**src/rtl/pds_pkg.sv**
```systemverilog
`default_nettype none
package pds_pkg;

	localparam int TargetW  = 32;
	localparam int RefW     = 27;
	localparam int MultW    = 16;
	localparam int PdivW    = 4;
	localparam int DivW     = 6;
	localparam int CandCount = 24;
	localparam int CandIdxW = $clog2(CandCount);
	localparam int AddrW    = 4;
	localparam int DataW    = 32;

	localparam logic [RefW-1:0]  REF_RESET = RefW'(32768);
	localparam logic [MultW-1:0] MIN_RESET = '0;
	localparam logic [MultW-1:0] MAX_RESET = '1;

	// register indexes (word address)
	localparam logic [1:0] REG_REF   = 2'd0;
	localparam logic [1:0] REG_MIN   = 2'd1;
	localparam logic [1:0] REG_MAX   = 2'd2;
	localparam logic [1:0] REG_ORDER = 2'd3;

	typedef struct packed {
		logic [DivW-1:0]  div;
		logic             halve;
		logic [PdivW-1:0] pdiv;
	} cand_t;

	// candidate divider for a given search order and position
	function automatic cand_t cand_entry(input logic order, input logic [CandIdxW-1:0] idx);
		cand_t c;
		logic [DivW-1:0] i6;
		logic [DivW-1:0] half_m1;
		logic [DivW-1:0] d_m1;
		i6 = {1'b0, idx};
		if (!order) begin
			if (idx < CandIdxW'(15)) begin
				c.div   = i6 + 6'd1;
				c.halve = 1'b0;
			end else begin
				c.div   = (i6 << 1) - 6'd14;
				c.halve = 1'b1;
			end
		end else begin
			if (idx < CandIdxW'(8)) begin
				c.div   = 6'd32 - (i6 << 1);
				c.halve = 1'b1;
			end else begin
				c.div   = 6'd24 - i6;
				c.halve = 1'b0;
			end
		end
		half_m1 = (c.div >> 1) - 6'd1;
		d_m1    = c.div - 6'd1;
		c.pdiv  = c.halve ? half_m1[PdivW-1:0] : d_m1[PdivW-1:0];
		return c;
	endfunction

endpackage
`default_nettype wire

```
**src/rtl/pll_divider_setting_search.sv**
```systemverilog
// pll divider setting search
//
// input channel: in_valid / in_stall carry target_hz, one transaction per request.
// output channel: out_valid / out_stall carry found, multiplier, post_divider,
// vco_halve and achieved_hz, exactly one transaction per input transaction.
// configuration: apb-style port, ref_clock_hz at 0x0, min_multiplier at 0x4,
// max_multiplier at 0x8, search_order at 0xc; pready is tied high.
// the request is registered, then the 32-bit target goes through restoring
// division (one quotient bit per cycle through the shared subtractor), then one
// candidate divider is checked per cycle until a hit or the last of the 24.
// a new request is taken only while the sequencer is idle, so the block
// cannot take a new request before it is through with the last search.
// the output register is separate from the sequencer: a new request may be
// taken while the last result still waits. if the receiver stalls when a
// search completes, the sequencer holds its last candidate until the
// output register frees up.
// reset (arst_n low) returns the registers to their defaults, empties the
// output register and puts the sequencer in idle.
`default_nettype none
module pll_divider_setting_search (
	input  wire logic                       clk,
	input  wire logic                       arst_n,
	// request channel
	input  wire logic                       in_valid,
	output logic                            in_stall,
	input  wire logic [pds_pkg::TargetW-1:0] target_hz,
	// result channel
	output logic                            out_valid,
	input  wire logic                       out_stall,
	output logic                            found,
	output logic [pds_pkg::MultW-1:0]       multiplier,
	output logic [pds_pkg::PdivW-1:0]       post_divider,
	output logic                            vco_halve,
	output logic [pds_pkg::TargetW-1:0]     achieved_hz,
	// configuration port
	input  wire logic                       psel,
	input  wire logic                       penable,
	input  wire logic                       pwrite,
	input  wire logic [pds_pkg::AddrW-1:0]  paddr,
	input  wire logic [pds_pkg::DataW-1:0]  pwdata,
	output logic [pds_pkg::DataW-1:0]       prdata,
	output logic                            pready
);
	import pds_pkg::*;

	localparam logic [1:0] ST_IDLE = 2'd0;
	localparam logic [1:0] ST_DIV  = 2'd1;
	localparam logic [1:0] ST_SRCH = 2'd2;

	localparam int ProdW = TargetW + DivW;

	// configuration registers
	logic [RefW-1:0]  ref_q;
	logic [MultW-1:0] min_q;
	logic [MultW-1:0] max_q;
	logic             order_q;

	// sequencer and datapath
	logic [1:0]          state_q;
	logic [4:0]          bit_cnt_q;
	logic [CandIdxW-1:0] idx_q;
	logic [TargetW-1:0]  target_q;
	logic [TargetW-1:0]  quo_q;   // dividend shifts out, quotient shifts in
	logic [RefW-1:0]     rem_q;

	// output register
	logic                out_valid_q;
	logic                found_q;
	logic [MultW-1:0]    mult_q;
	logic [PdivW-1:0]    pdiv_q;
	logic                halve_q;
	logic [TargetW-1:0]  ach_q;

	logic                cfg_wr;
	logic                in_take;
	logic                out_free;
	logic [RefW:0]       trial;
	logic                trial_ok;
	cand_t               cand;
	logic [ProdW-1:0]    prod;
	logic                hit;
	logic                last_cand;
	logic [TargetW-1:0]  achieved;

	assign pready   = 1'b1;
	assign cfg_wr   = psel && penable && pwrite && pready;
	assign in_stall = (state_q != ST_IDLE);
	assign in_take  = in_valid && !in_stall;
	assign out_free = !out_valid_q || !out_stall;

	// shared subtract unit for the restoring divide
	assign trial    = {rem_q, quo_q[TargetW-1]} - {1'b0, ref_q};
	assign trial_ok = !trial[RefW];

	// candidate check: q times a small divider, then the two bounds
	assign cand      = cand_entry(order_q, idx_q);
	assign prod      = {{DivW{1'b0}}, quo_q} * {{TargetW{1'b0}}, cand.div};
	assign hit       = (ref_q != '0) && (prod > ProdW'(min_q)) && (prod < ProdW'(max_q));
	assign last_cand = hit || (idx_q == CandIdxW'(CandCount - 1));
	// mult*ref/d reduces to q*ref, which is the dividend minus the remainder
	assign achieved  = target_q - TargetW'(rem_q);

	always_comb begin
		prdata = '0;
		case (paddr[3:2])
			REG_REF:   prdata = DataW'(ref_q);
			REG_MIN:   prdata = DataW'(min_q);
			REG_MAX:   prdata = DataW'(max_q);
			REG_ORDER: prdata = DataW'(order_q);
			default:   prdata = '0;
		endcase
	end

	always_ff @(posedge clk or negedge arst_n) begin
		if (!arst_n) begin
			ref_q   <= REF_RESET;
			min_q   <= MIN_RESET;
			max_q   <= MAX_RESET;
			order_q <= 1'b0;
		end else if (cfg_wr) begin
			case (paddr[3:2])
				REG_REF:   ref_q   <= pwdata[RefW-1:0];
				REG_MIN:   min_q   <= pwdata[MultW-1:0];
				REG_MAX:   max_q   <= pwdata[MultW-1:0];
				REG_ORDER: order_q <= pwdata[0];
				default:   ;
			endcase
		end
	end

	// sequencer control
	always_ff @(posedge clk or negedge arst_n) begin
		if (!arst_n) begin
			state_q     <= ST_IDLE;
			bit_cnt_q   <= '0;
			idx_q       <= '0;
			out_valid_q <= 1'b0;
		end else begin
			if (out_valid_q && !out_stall) begin
				out_valid_q <= 1'b0;
			end
			case (state_q)
				ST_IDLE: begin
					if (in_take) begin
						state_q   <= ST_DIV;
						bit_cnt_q <= '0;
					end
				end
				ST_DIV: begin
					bit_cnt_q <= bit_cnt_q + 5'd1;
					if (bit_cnt_q == 5'd31) begin
						state_q <= ST_SRCH;
						idx_q   <= '0;
					end
				end
				ST_SRCH: begin
					if (last_cand && out_free) begin
						state_q     <= ST_IDLE;
						out_valid_q <= 1'b1;
					end else if (!last_cand) begin
						idx_q <= idx_q + CandIdxW'(1);
					end
				end
				default: state_q <= ST_IDLE;
			endcase
		end
	end

	// datapath registers
	always_ff @(posedge clk) begin
		if (in_take) begin
			target_q <= target_hz;
			quo_q    <= target_hz;
			rem_q    <= '0;
		end else if (state_q == ST_DIV) begin
			quo_q <= {quo_q[TargetW-2:0], trial_ok};
			rem_q <= trial_ok ? trial[RefW-1:0] : {rem_q[RefW-2:0], quo_q[TargetW-1]};
		end
		if (state_q == ST_SRCH && last_cand && out_free) begin
			found_q <= hit;
			mult_q  <= hit ? prod[MultW-1:0] : '0;
			pdiv_q  <= hit ? cand.pdiv : '0;
			halve_q <= hit && cand.halve;
			ach_q   <= hit ? achieved : '0;
		end
	end

	assign out_valid    = out_valid_q;
	assign found        = found_q;
	assign multiplier   = mult_q;
	assign post_divider = pdiv_q;
	assign vco_halve    = halve_q;
	assign achieved_hz  = ach_q;

	// a result only appears at the end of a search
	a_result_from_search: assert property (@(posedge clk) disable iff (!arst_n)
		$rose(out_valid) |-> $past(state_q == ST_SRCH))
		else $error("result appeared outside the search phase");

	// a miss reports all-zero fields
	a_miss_zero: assert property (@(posedge clk) disable iff (!arst_n)
		(out_valid && !found) |-> (multiplier == '0 && post_divider == '0 &&
			!vco_halve && achieved_hz == '0))
		else $error("miss with nonzero fields");

	// a hit respects the exclusive multiplier bounds
	a_hit_bounds: assert property (@(posedge clk) disable iff (!arst_n)
		(out_valid && found) |-> (multiplier > min_q && multiplier < max_q))
		else $error("multiplier outside bounds");

	// once a request is taken, the request channel is held off and the division starts
	a_busy_div: assert property (@(posedge clk) disable iff (!arst_n)
		in_take |=> (in_stall && state_q == ST_DIV))
		else $error("sequencer did not start the division");

endmodule
`default_nettype wire

```
**config.mk**
```make
export PLATFORM = sky130hd
export DESIGN_NAME = pll_divider_setting_search
export DESIGN_NICKNAME = d
export VERILOG_FILES = /design/src/rtl/pds_pkg.sv /design/src/rtl/pll_divider_setting_search.sv
export SDC_FILE = /design/constraint.sdc
export NUM_CORES = 1
export LEC_CHECK = 0
export BUFFER_PORTS_ARGS = -buffer_cell sky130_fd_sc_hd__buf_2
export CORE_MARGIN = 10
export CORE_UTILIZATION = 38
export DETAILED_ROUTE_END_ITERATION = 12
export GPL_TIMING_DRIVEN = 0
export SETUP_SLACK_MARGIN = 0.15
export SLEW_MARGIN = 20
export SYNTH_ARGS = -nofsm -noshare
export SYNTH_HDL_FRONTEND = slang
export SYNTH_SLANG_ARGS = --single-unit
```
**constraint.sdc**
```tcl
create_clock -name clk -period 11.7 [get_ports clk]
set_input_delay 2.34 -clock clk [delete_from_list [all_inputs] [get_ports clk]]
set_output_delay 2.34 -clock clk [all_outputs]
set_load 0.1 [all_outputs]
```
==> tab_implementation.tex, run 1 <==
\begin{tabular}{lr}
\hline
Metric & Value \\
\hline
\multicolumn{2}{l}{\textbf{CTS}} \\
\quad Clock insertion delay at the later pin of the skew report & 0.54 ns \\
\quad Buffers inserted during post-CTS setup optimization & 0 \\
\quad Clock sinks & between 200 and 250 \\
\quad Cts hold-fix bufs & 0 \\
\quad H-Tree Depth & 1 \\
\quad Library cell used as clock root buffer & sky130\_fd\_sc\_hd\_\_clkbuf\_16 \\
\quad CTS tree & yes \\
\quad Clock transition at the register clock pins on the worst setup and hold paths after CTS & 0.06 ns \\
\quad Total clock buffers created by CTS & 25 \\
\quad Total of cells resized after clock tree synthesis & 0 \\
\quad Maximum clock insertion buffer count & 3 \\
\multicolumn{2}{l}{\textbf{Die}} \\
\quad Die span in x & between 200 and 250 microns \\
\quad Floorplan die area & between 50000 and 60000 sq um \\
\quad \# rows & 82 \\
\quad CORE AREA & $\sim$50000 sq um \\
\quad Starting density of the core & 0.382 \\
\quad Vertical die dimension & around 240 microns \\
\quad I/O pin cnt & 164 \\
\multicolumn{2}{l}{\textbf{Cells and area}} \\
\quad Synthesis-to-finish area growth & 13.2\% \\
\quad Post-Layout Cell Count & roughly 3000 \\
\quad Ratio of cells with drive above 1 in the final layout & 0.116 \\
\quad Number of fillers in the final layout & 4986 \\
\quad NumNets Final & 2641 \\
\multicolumn{2}{l}{\textbf{Pwr}} \\
\quad Combinational share of power & 0.682 \\
\quad Worst IR drop on VDD & about 0.00012 V \\
\quad Register share of total power & 0.199 \\
\quad Reported net switching power & roughly 3.3 mW \\
\quad Share of total power consumed by net switching & 0.511 \\
\quad Clock group share of total power & 0.119 \\
\quad Internal Dissipation & roughly 3.1 mW \\
\quad Static Leak & 9.52 nW \\
\quad Power density cells & just under 300 nW/um\^{}2 \\
\multicolumn{2}{l}{\textbf{Yosys}} \\
\quad Cell type contributing the most total cell area after synthesis & sky130\_fd\_sc\_hd\_\_edfxtp\_1 \\
\quad Portion of the post-synthesis area used by sequential elements & 0.311 \\
\quad Fraction of registers with async set or reset after synthesis & 0.335 \\
\quad Synthesis-stage register bit count & 218 \\
\quad Fraction of synthesized cell area in xor and xnor cells & 0.0308 \\
\quad Share of Yosys cell area claimed by the top area cell type & 0.186 \\
\quad Post-synthesis instance total & between 2000 and 2500 \\
\quad Most numerous cell in the Yosys netlist & sky130\_fd\_sc\_hd\_\_inv\_1 \\
\quad Adder-cell share of the synthesized area & 0.218 \\
\quad Top cells by instance count after synthesis & 266 x sky130\_fd\_sc\_hd\_\_inv\_1, 264 x sky130\_fd\_sc\_hd\_\_nand2\_1, 144 x sky130\_fd\_sc\_hd\_\_o21ai\_0, 136 x sky130\_fd\_sc\_hd\_\_and2\_1, 136 x sky130\_fd\_sc\_hd\_\_ha\_1 \\
\quad Post-Syn Area & around 19000 sq um \\
\quad Most used flip-flop cell after synthesis & sky130\_fd\_sc\_hd\_\_edfxtp\_1 \\
\quad Simple-Gate Fraction of Synth Area & 0.193 \\
\quad Count of synthesis-stage warnings from yosys & 0 \\
\quad Synth cell types & 91 \\
\quad Combinational family with the most area after synthesis & adder cells \\
\quad Synth Area in Compound Gates & 0.147 \\
\quad Post-synth EDFFs & 118 \\
\quad Post-synthesis mux area share & 0.0272 \\
\quad Top area cells in the synthesized netlist & sky130\_fd\_sc\_hd\_\_edfxtp\_1 19\%, sky130\_fd\_sc\_hd\_\_fa\_1 13\%, sky130\_fd\_sc\_hd\_\_ha\_1 8.9\% \\
\quad Synthesized area per cell & approximately 9 sq um \\
\multicolumn{2}{l}{\textbf{Routing}} \\
\quad Detailed-route wire length & approximately 58000 microns \\
\quad Number of remaining DRC errors & 0 \\
\quad Avg Vias per Cell & about 5.3 \\
\quad Pre-Repair DR Iteration Count & 6 \\
\quad Total vias in the final route & 15969 \\
\quad DRT antenna net count & 0 \\
\quad Routed length per instance & a little under 20 microns \\
\quad Count of routing violations after the opening detailed-route iteration & 1200 \\
\multicolumn{2}{l}{\textbf{Critical path}} \\
\quad Critical Path Source Type & flip-flop \\
\quad Slowest cell on crit path & sky130\_fd\_sc\_hd\_\_a21oi\_4 \\
\quad Critical path capture point type & flip-flop \\
\quad Worst R2R Path Depth & 34 \\
\quad Critical setup path kind & reg2reg \\
\quad Most prevalent standard cell on the critical path & sky130\_fd\_sc\_hd\_\_inv\_1 \\
\quad Maximum single-stage delay on the critical path & approximately 0.67 ns \\
\quad Req. time, crit path & between 10 and 15 ns \\
\quad Critical path peak fanout & 21 \\
\quad Critical path arrival & around 11 ns \\
\multicolumn{2}{l}{\textbf{Timing}} \\
\quad Setup skew after layout & approximately 0.014 ns \\
\quad Number of endpoints with negative hold slack in the final report & 0 \\
\quad Maximum clock frequency & approximately 0.093 GHz \\
\quad Final critical-path share of the clock period & 0.915 \\
\quad Final max-slew violation count & 0 \\
\quad Max transition margin & 0.265 \\
\quad Final period demand of the worst path & roughly 11 ns \\
\quad Worst hold slack & 0.508 ns \\
\quad Finish-stage setup viols & 0 \\
\quad Transition time at the pin with the least slew margin & around 1.1 ns \\
\quad Setup repair after global routing missed its margin & false \\
\multicolumn{2}{l}{\textbf{Place}} \\
\quad \# port buffers & 150 \\
\quad GP Congestion & between 0.9 and 1 \\
\quad Post-placement cell count & slightly below 3000 \\
\quad Detail Placement HPWL & around 47000 microns \\
\multicolumn{2}{l}{\textbf{Flow run}} \\
\quad Max-cap violations & 0 \\
\multicolumn{2}{l}{\textbf{Status}} \\
\quad Run status & complete, no violations \\
\multicolumn{2}{l}{\textbf{GRT}} \\
\quad Vias in the first global route & 16410 \\
\quad Initial antenna violation count & 1 \\
\quad GR Overflow Total & 0 \\
\quad Maximum number of pins on one net before global-route repair & 60 \\
\quad Global-route usage over all layers & 0.193 \\
\quad First-pass GRT wire length & just over 90000 microns \\
\multicolumn{2}{l}{\textbf{Min path}} \\
\quad Worst Hold Depth & 1 \\
\quad Classification of the worst-slack hold path & reg2reg \\
\hline
\end{tabular}
## metal layers
layer	track usage	up-vias	wire length, microns
li1	-	7562	-
met1	0.258	7878	25800
met2	0.321	453	27100
met3	0.0293	76	3640
met4	0.0502	0	1490
met5	0	-	0
## placed cells by master (no fill, tap or decap), types with 14 or more instances in the layout
cell,netlist,routed
sky130_fd_sc_hd__o211ai_1,16,16
sky130_fd_sc_hd__nand3_1,30,30
sky130_fd_sc_hd__dfrtp_1,56,56
sky130_fd_sc_hd__edfxtp_1,118,118
sky130_fd_sc_hd__ha_1,136,136
sky130_fd_sc_hd__fa_1,123,123
sky130_fd_sc_hd__o22ai_1,18,18
sky130_fd_sc_hd__nor4_1,14,14
sky130_fd_sc_hd__o21a_1,16,16
sky130_fd_sc_hd__nor2b_1,44,44
sky130_fd_sc_hd__nor2_1,100,100
sky130_fd_sc_hd__clkbuf_1,65,70
sky130_fd_sc_hd__a21oi_1,91,90
sky130_fd_sc_hd__nor3_1,47,47
sky130_fd_sc_hd__xor2_1,29,29
sky130_fd_sc_hd__xnor2_1,38,38
sky130_fd_sc_hd__o21ai_0,144,144
sky130_fd_sc_hd__inv_1,266,266
sky130_fd_sc_hd__mux2i_1,44,44
sky130_fd_sc_hd__dfxtp_1,27,27
sky130_fd_sc_hd__clkbuf_16,0,25
sky130_fd_sc_hd__nand2b_1,25,25
sky130_fd_sc_hd__dfstp_2,17,17
sky130_fd_sc_hd__and2_1,136,136
sky130_fd_sc_hd__buf_2,12,161
sky130_fd_sc_hd__a21o_1,40,40
sky130_fd_sc_hd__nand4_1,22,22
sky130_fd_sc_hd__nand2_1,264,264
## power groups by stage
stage / Clock, mW / Sequential [mW] / Combinational (mW)
after floorplan: 0 / 1.18 / 3.26
after global placement: 0 / 1.28 / 4.23
after detailed placement: 0 / 1.28 / 4.32
after CTS: 0.780 / 1.27 / 4.35
after global routing: 0.812 / 1.30 / 4.91
final: 0.761 / 1.27 / 4.36
## critical path: cells and delay by family, from the launching register on
family                     cells  cell delay (ns)
xor gates and xnor gates       1             0.40
DFF                            1             0.42
AOI/OAI and AO/OA             11             3.26
adders and majority gates      6             2.45
and+or+nand+nor                9             2.39
buffers and inverters          7             1.45
## flip-flops by register name, indices dropped and copies added (netlist names)
register	flops
found	1
quo_q	32
achieved_hz	32
state_q	2
ref_q	27
multiplier	16
min_q	16
out_valid	1
bit_cnt_q	5
order_q	1
rem_q	27
target_q	32
idx_q	5
vco_halve	1
post_divider	4
max_q	16
## worst paths after layout
| kind | startpoint | to | slack, ns |
|---|---|---|---|
| max | idx_q[0] | post_divider[3] | 0.99 |
| min | bit_cnt_q[3] | bit_cnt_q[3] | 0.51 |
| max reg2reg | idx_q[0] | post_divider[3] | 0.99 |
| min reg2reg | bit_cnt_q[3] | bit_cnt_q[3] | 0.51 |
| max in group asynchronous | arst_n | max_q[13] | 9.39 |
| min in group asynchronous | arst_n | ref_q[21] | 1.67 |
## logic make-up (layout without fill, tap and decap cells)
logic type	Yosys count	count (layout)
buf+inv	352	552
simple gates	733	733
flops	218	218
xor+xnor	67	67
compound gates	440	440
other cells	2	7
fa+ha+maj	259	259
mux	50	50
## through the flow
step	setup TNS (ns)	utilization	worst slack (ns)	power [mW]	cell area [sq um]
finish	0	0.433	0.995	6.40	21600
global route	0	0.433	0.366	7.02	21600
CTS	0	0.433	1.13	6.40	21600
detailed placement	0	0.417	1.17	5.60	20800
global placement	-131.89	0.415	-2.46	5.51	20700
floorplan	0	-	1.46	4.44	19100
## layout make-up
type / instances / area, sq um / share of cell area
Antenna cell: 1 / 2.50 / 0.000116
Buffer: 86 / 367 / 0.0170
Clock buffer: 32 / 652 / 0.0302
Clock inverter: 13 / 124 / 0.00574
Inverter: 266 / 998 / 0.0463
Multi-Input combinational cell: 1555 / 11800 / 0.546
Sequential cell: 218 / 5930 / 0.275
Tap cell: 672 / 841 / 0.0389
Timing Repair Buffer: 155 / 876 / 0.0406
Power figures use the tool's default switching activity.
==> inputs of run 2 (changes only) <==
ABC_AREA = 1   (was not set)
CORE_UTILIZATION = 60   (was 38)
PLACE_DENSITY = 0.8   (was not set)
==> tab_implementation.tex, run 2 <==
\begin{tabular}{lr}
\hline
Metric & Value \\
\hline
\multicolumn{2}{l}{\textbf{Yosys}} \\
\quad Cell type contributing the most total cell area after synthesis & sky130\_fd\_sc\_hd\_\_edfxtp\_1 \\
\quad Post-synth EDFFs & between 100 and 150 \\
\quad Top cells by instance count after synthesis & 521 x sky130\_fd\_sc\_hd\_\_nand2\_1, 464 x sky130\_fd\_sc\_hd\_\_inv\_1, 344 x sky130\_fd\_sc\_hd\_\_nor2\_1, 170 x sky130\_fd\_sc\_hd\_\_o21ai\_0, 139 x sky130\_fd\_sc\_hd\_\_a21oi\_1 \\
\quad Post-synthesis instance total & 2510 \\
\quad Synth cell types & 61 \\
\quad Share of Yosys cell area claimed by the top area cell type & 0.184 \\
\quad Post-synthesis mux area share & 0 \\
\quad Synth Area in Compound Gates & 0.124 \\
\quad Most used flip-flop cell after synthesis & sky130\_fd\_sc\_hd\_\_edfxtp\_1 \\
\quad Adder-cell share of the synthesized area & 0.216 \\
\quad Simple-Gate Fraction of Synth Area & 0.219 \\
\quad Post-Syn Area & 19200 sq um \\
\quad Synthesis-stage register bit count & around 220 \\
\quad Combinational family with the most area after synthesis & simple AND/OR/NAND/NOR gates \\
\quad Fraction of registers with async set or reset after synthesis & 0.335 \\
\quad Fraction of synthesized cell area in xor and xnor cells & 0.0237 \\
\quad Portion of the post-synthesis area used by sequential elements & 0.308 \\
\quad Synthesized area per cell & 7.67 sq um \\
\quad Most numerous cell in the Yosys netlist & sky130\_fd\_sc\_hd\_\_nand2\_1 \\
\quad Count of synthesis-stage warnings from yosys & 0 \\
\quad Top area cells in the synthesized netlist & sky130\_fd\_sc\_hd\_\_edfxtp\_1 18\%, sky130\_fd\_sc\_hd\_\_fa\_1 13\%, sky130\_fd\_sc\_hd\_\_nand2\_1 10\% \\
\multicolumn{2}{l}{\textbf{Critical path}} \\
\quad Critical path capture point type & flip-flop \\
\quad Critical Path Source Type & flip-flop \\
\quad Slowest cell on crit path & sky130\_fd\_sc\_hd\_\_a21oi\_1 \\
\quad Critical path peak fanout & 30 \\
\quad Critical setup path kind & reg2reg \\
\quad Critical path arrival & 9.22 ns \\
\quad Maximum single-stage delay on the critical path & $\sim$0.78 ns \\
\quad Worst path bufs/invs & 10 \\
\quad Req. time, crit path & between 10 and 15 ns \\
\quad Critical path's top delay family & adder cells \\
\multicolumn{2}{l}{\textbf{Timing}} \\
\quad Max transition margin & 0.314 \\
\quad Finish-stage setup viols & 0 \\
\quad Number of endpoints with negative hold slack in the final report & 0 \\
\quad Final critical-path share of the clock period & 0.768 \\
\quad Final max-slew violation count & 0 \\
\quad Setup skew after layout & approximately 0.025 ns \\
\quad Maximum clock frequency & $\sim$0.11 GHz \\
\quad Setup repair after global routing missed its margin & false \\
\quad Final period demand of the worst path & approximately 9 ns \\
\quad Transition time at the pin with the least slew margin & around 1 ns \\
\multicolumn{2}{l}{\textbf{CTS}} \\
\quad Total of cells resized after clock tree synthesis & 0 \\
\quad Buffers inserted during post-CTS setup optimization & 0 \\
\quad Maximum clock insertion buffer count & 3 \\
\quad Total clock buffers created by CTS & 25 \\
\quad Clock sinks & between 200 and 250 \\
\quad Library cell used as clock root buffer & sky130\_fd\_sc\_hd\_\_clkbuf\_16 \\
\quad Cts hold-fix bufs & 0 \\
\quad H-Tree Depth & 1 \\
\quad CTS tree & yes \\
\quad Clock insertion delay at the later pin of the skew report & $\sim$0.54 ns \\
\quad Clock transition at the register clock pins on the worst setup and hold paths after CTS & roughly 0.06 ns \\
\multicolumn{2}{l}{\textbf{Cells and area}} \\
\quad Ratio of cells with drive above 1 in the final layout & 0.109 \\
\quad Post-Layout Cell Count & between 3000 and 4000 \\
\quad Synthesis-to-finish area growth & 11.6\% \\
\quad Leading cell type in the layout, fill and taps excluded & sky130\_fd\_sc\_hd\_\_nand2\_1 \\
\quad NumNets Final & approximately 3000 \\
\quad Commonest cells after routing, fill and taps aside & 521 x sky130\_fd\_sc\_hd\_\_nand2\_1, 464 x sky130\_fd\_sc\_hd\_\_inv\_1, 343 x sky130\_fd\_sc\_hd\_\_nor2\_1, 170 x sky130\_fd\_sc\_hd\_\_o21ai\_0, 157 x sky130\_fd\_sc\_hd\_\_buf\_2 \\
\multicolumn{2}{l}{\textbf{Routing}} \\
\quad Routed length per instance & roughly 19 microns \\
\quad DRT antenna net count & 0 \\
\quad Total vias in the final route & approximately 18000 \\
\quad Avg Vias per Cell & around 5.6 \\
\quad Pre-Repair DR Iteration Count & 6 \\
\quad Count of routing violations after the opening detailed-route iteration & about 1300 \\
\quad Number of remaining DRC errors & 0 \\
\quad Detailed-route wire length & 58900 microns \\
\multicolumn{2}{l}{\textbf{Die}} \\
\quad \# rows & 65 \\
\quad Die span in x & 199 microns \\
\quad Starting density of the core & 0.608 \\
\quad Floorplan die area & around 40000 sq um \\
\quad CORE AREA & between 30000 and 40000 sq um \\
\quad Vertical die dimension & roughly 200 microns \\
\quad I/O pin cnt & around 160 \\
\multicolumn{2}{l}{\textbf{Place}} \\
\quad GP Congestion & between 0.9 and 1 \\
\quad Post-placement cell count & 3071 \\
\quad Detail Placement HPWL & about 49000 microns \\
\quad \# port buffers & 150 \\
\multicolumn{2}{l}{\textbf{GRT}} \\
\quad Vias in the first global route & between 15000 and 20000 \\
\quad GR Overflow Total & 0 \\
\quad Maximum number of pins on one net before global-route repair & 55 \\
\quad First-pass GRT wire length & 92400 microns \\
\quad Global-route usage over all layers & 0.296 \\
\quad Initial antenna violation count & 1 \\
\multicolumn{2}{l}{\textbf{Min path}} \\
\quad Classification of the worst-slack hold path & reg2reg \\
\multicolumn{2}{l}{\textbf{Flow run}} \\
\quad Max-cap violations & 0 \\
\multicolumn{2}{l}{\textbf{Status}} \\
\quad Run status & complete, no violations \\
\hline
\end{tabular}
-- run 2: changes by cell type after synthesis, sizes merged, moves of 31 or more --
cell / change
a21oi: +50
nand2: +271
and2: -135
nor2b: -44
nand3: +33
a21o: -32
clkbuf: -31
inv: +210
nor2: +254
mux2i: -44
-- run 2: logic make-up (layout without fill, tap and decap cells) --
group                      Yosys count  after routing
adders and majority gates          259            259
and+or+nand+nor                   1024           1024
DFF                                218            218
AOI/OAI and AO/OA                  418            418
xor gates and xnor gates            52             52
buffers and inverters              537            738
other                                2              8
-- run 2: layout make-up --
cell class | count | area (sq um)
antenna | 2 | 5.00
buffer | 58 | 294
clock buffer | 31 | 691
clock inverter | 15 | 143
fill | 2739 | 10200
inverter | 479 | 1800
multi-input combinational | 1759 | 11200
sequential | 218 | 5930
tap | 402 | 503
timing repair buffer | 155 | 868
-- run 2: final timing paths --
check / start / endpoint / slack, ns / cells past startpoint
max: idx_q[0] / achieved_hz[26] / 2.71 / 38
min: max_q[13] / max_q[13] / 0.49 / 2
max reg2reg: idx_q[0] / achieved_hz[26] / 2.71 / 38
min reg2reg: max_q[13] / max_q[13] / 0.49 / 2
max in group asynchronous: arst_n / max_q[3] / 9.39 / 2
min in group asynchronous: arst_n / ref_q[19] / 1.70 / 1
-- run 2: metrics by stage --
stage          cell area [sq um]   util  TNS [ns]  hold WS, ns  setup slack, ns
2_1_floorplan              19300      -         0        0.453             2.93
3_3_place_gp               20500  0.648     -1.74        0.467          -0.0371
3_5_place_dp               20600  0.652         0        0.473             2.82
4_1_cts                    21500  0.679         0        0.488             2.79
5_1_grt                    21500  0.679         0        0.505             2.02
6_report                   21500  0.679         0        0.491             2.71
-- run 2: worst register-to-register path: cells and delay by family, from the launching register on --
kind / cells / cell delay (ns)
flip-flops: 1 / 0.52
adder cells (fa/ha/maj): 6 / 2.47
buffers and inverters: 10 / 1.69
AO/OA/AOI/OAI: 4 / 1.29
XOR/XNOR: 1 / 0.34
AND/OR/NAND/NOR: 17 / 2.35
-- run 2: layer usage --
layer  vias up  wire length [microns]  track usage
met5         -                      0            0
met4         0                   2510        0.127
met3       138                   4060       0.0365
met2       736                  28900        0.505
met1      8339                  23500        0.372
li1       8371                      -            -
Power of run 2 is left out: the tool's default activity adds up to more than one toggle a clock period on the data nets, which glitch-free logic cannot reach.
==> inputs of run 3 (changes only) <==
clock period = 8.9 ns   (was 11.7 ns; I/O delays follow)
==> tab_implementation.tex, run 3 (synthesis results as in run 2) <==
\begin{tabular}{lr}
\hline
Metric & Value \\
\hline
\multicolumn{2}{l}{\textbf{Routing}} \\
\quad Pre-Repair DR Iteration Count & 6 \\
\quad Routed length per instance & $\sim$19 microns \\
\quad Avg Vias per Cell & between 5 and 6 \\
\quad Number of remaining DRC errors & 0 \\
\quad Total vias in the final route & $\sim$18000 \\
\quad Count of routing violations after the opening detailed-route iteration & 1598 \\
\quad Detailed-route wire length & 58100 microns \\
\quad DRT antenna net count & 0 \\
\multicolumn{2}{l}{\textbf{GRT}} \\
\quad GR Overflow Total & 0 \\
\quad Global-route usage over all layers & 0.291 \\
\quad Initial antenna violation count & 2 \\
\quad First-pass GRT wire length & approximately 91000 microns \\
\quad Vias in the first global route & 16978 \\
\quad Maximum number of pins on one net before global-route repair & approximately 60 \\
\multicolumn{2}{l}{\textbf{Cells and area}} \\
\quad Ratio of cells with drive above 1 in the final layout & 0.114 \\
\quad Number of fillers in the final layout & 2671 \\
\quad Commonest cells after routing, fill and taps aside & 521 x sky130\_fd\_sc\_hd\_\_nand2\_1, 464 x sky130\_fd\_sc\_hd\_\_inv\_1, 342 x sky130\_fd\_sc\_hd\_\_nor2\_1, 169 x sky130\_fd\_sc\_hd\_\_o21ai\_0, 157 x sky130\_fd\_sc\_hd\_\_buf\_2 \\
\quad Post-Layout Cell Count & approximately 3100 \\
\quad Synthesis-to-finish area growth & 12.2\% \\
\quad NumNets Final & a little over 3000 \\
\quad Leading cell type in the layout, fill and taps excluded & sky130\_fd\_sc\_hd\_\_nand2\_1 \\
\multicolumn{2}{l}{\textbf{Critical path}} \\
\quad Most prevalent standard cell on the critical path & sky130\_fd\_sc\_hd\_\_nand2\_1 \\
\quad Critical path peak fanout & 30 \\
\quad Critical Path Source Type & flip-flop \\
\quad Critical setup path kind & reg2reg \\
\quad Req. time, crit path & between 9 and 10 ns \\
\quad Critical path capture point type & flip-flop \\
\quad Slowest cell on crit path & sky130\_fd\_sc\_hd\_\_clkbuf\_1 \\
\quad Critical path arrival & approximately 8.6 ns \\
\quad Maximum single-stage delay on the critical path & 0.66 ns \\
\multicolumn{2}{l}{\textbf{Place}} \\
\quad GP Congestion & 1.02 \\
\quad Post-placement cell count & just over 3000 \\
\quad Worst Setup Slack post-DPL & -0.111 ns \\
\quad \# port buffers & 150 \\
\quad Detail Placement HPWL & around 48000 microns \\
\multicolumn{2}{l}{\textbf{Die}} \\
\quad I/O pin cnt & between 150 and 200 \\
\quad \# rows & between 60 and 70 \\
\quad Die span in x & approximately 200 microns \\
\quad CORE AREA & 31600 sq um \\
\quad Floorplan die area & 39600 sq um \\
\quad Starting density of the core & 0.608 \\
\quad Vertical die dimension & 199 microns \\
\multicolumn{2}{l}{\textbf{Status}} \\
\quad Run status & complete, no violations \\
\multicolumn{2}{l}{\textbf{Timing}} \\
\quad Maximum clock frequency & $\sim$0.12 GHz \\
\quad Setup skew after layout & $\sim$0.01 ns \\
\quad Transition time at the pin with the least slew margin & 0.786 ns \\
\quad Number of endpoints with negative hold slack in the final report & 0 \\
\quad Max transition margin & 0.476 \\
\quad Finish-stage setup viols & 0 \\
\quad Final period demand of the worst path & approximately 8.4 ns \\
\quad Final worst-path setup slack & 0.535 ns \\
\quad Final critical-path share of the clock period & 0.940 \\
\quad Setup repair after global routing missed its margin & false \\
\quad Final max-slew violation count & 0 \\
\multicolumn{2}{l}{\textbf{CTS}} \\
\quad CTS tree & yes \\
\quad Clock transition at the register clock pins on the worst setup and hold paths after CTS & 0.06 ns \\
\quad Total clock buffers created by CTS & 26 \\
\quad Clock sinks & about 220 \\
\quad Library cell used as clock root buffer & sky130\_fd\_sc\_hd\_\_clkbuf\_16 \\
\quad Clock insertion delay at the later pin of the skew report & 0.54 ns \\
\quad Maximum clock insertion buffer count & 3 \\
\quad H-Tree Depth & 1 \\
\multicolumn{2}{l}{\textbf{Flow run}} \\
\quad Max-cap violations & 0 \\
\multicolumn{2}{l}{\textbf{Min path}} \\
\quad Classification of the worst-slack hold path & reg2reg \\
\hline
\end{tabular}
run 3: changes by cell type in the layout (fill, tap and decap cells not counted), sizes merged:
cell / before / now
bufinv: 2 / 1
inv: 480 / 478
buf: 179 / 185
clkinv: 8 / 9
diode: 2 / 1
clkbuf: 65 / 69
clkinvlp: 4 / 3
run 3: routing by layer:
metal | vias up | wire [microns] | track usage
li1 | 8400 | - | -
met1 | 8270 | 22800 | 0.365
met2 | 764 | 28200 | 0.496
met3 | 146 | 4540 | 0.0399
met4 | 2 | 2570 | 0.122
met5 | - | 20 | 0
run 3: repair_timing:
| action | in CTS | in global routing |
|---|---|---|
| setup buffers | 0 | 6 |
| hold buffers | 0 | 0 |
| resized for setup | 1 | 12 |
| setup endpoints to repair | 60 | 110 |
run 3: worst paths after layout:
path,start,endpoint,slack [ns],cells past startpoint
min in group asynchronous,arst_n,ref_q[9],1.10,1
worst max register to register,idx_q[0],achieved_hz[29],0.54,36
worst min register to register,ref_q[9],ref_q[9],0.48,2
worst min-delay path,ref_q[9],ref_q[9],0.48,2
max in group asynchronous,arst_n,max_q[1],7.20,2
worst max-delay path,idx_q[0],achieved_hz[29],0.54,36
run 3: area by class of cell:
| class | count | area, sq um | area share |
|---|---|---|---|
| multi-input cells | 1759 | 11300 | 0.522 |
| flip-flops and latches | 218 | 5930 | 0.275 |
| inverters | 479 | 1810 | 0.0837 |
| repair buffers | 161 | 921 | 0.0426 |
| clock buffers | 36 | 761 | 0.0352 |
| well taps | 402 | 503 | 0.0233 |
| plain buffers | 57 | 293 | 0.0136 |
| clock inverters | 12 | 98.8 | 0.00458 |
| diodes | 1 | 2.50 | 0.000116 |
run 3: critical path, delay by kind of cell (launching register included):
family	cells	cell delay, ns
simple gates	22	3.06
xor+xnor	1	0.38
compound gates	2	0.38
flops	1	0.48
fa+ha+maj	6	2.59
buf+inv	5	1.08
run 3: metrics by stage:
step	util	setup TNS, ns	instance area [sq um]	hold slack (ns)
floorplan	-	0	19300	0.453
global placement	0.648	-84.29	20500	0.467
detailed placement	0.653	-4.27	20600	0.474
CTS	0.680	0	21500	0.488
global route	0.683	0	21600	0.499
finish	0.683	0	21600	0.483
Power of run 3 is left out for the same reason.
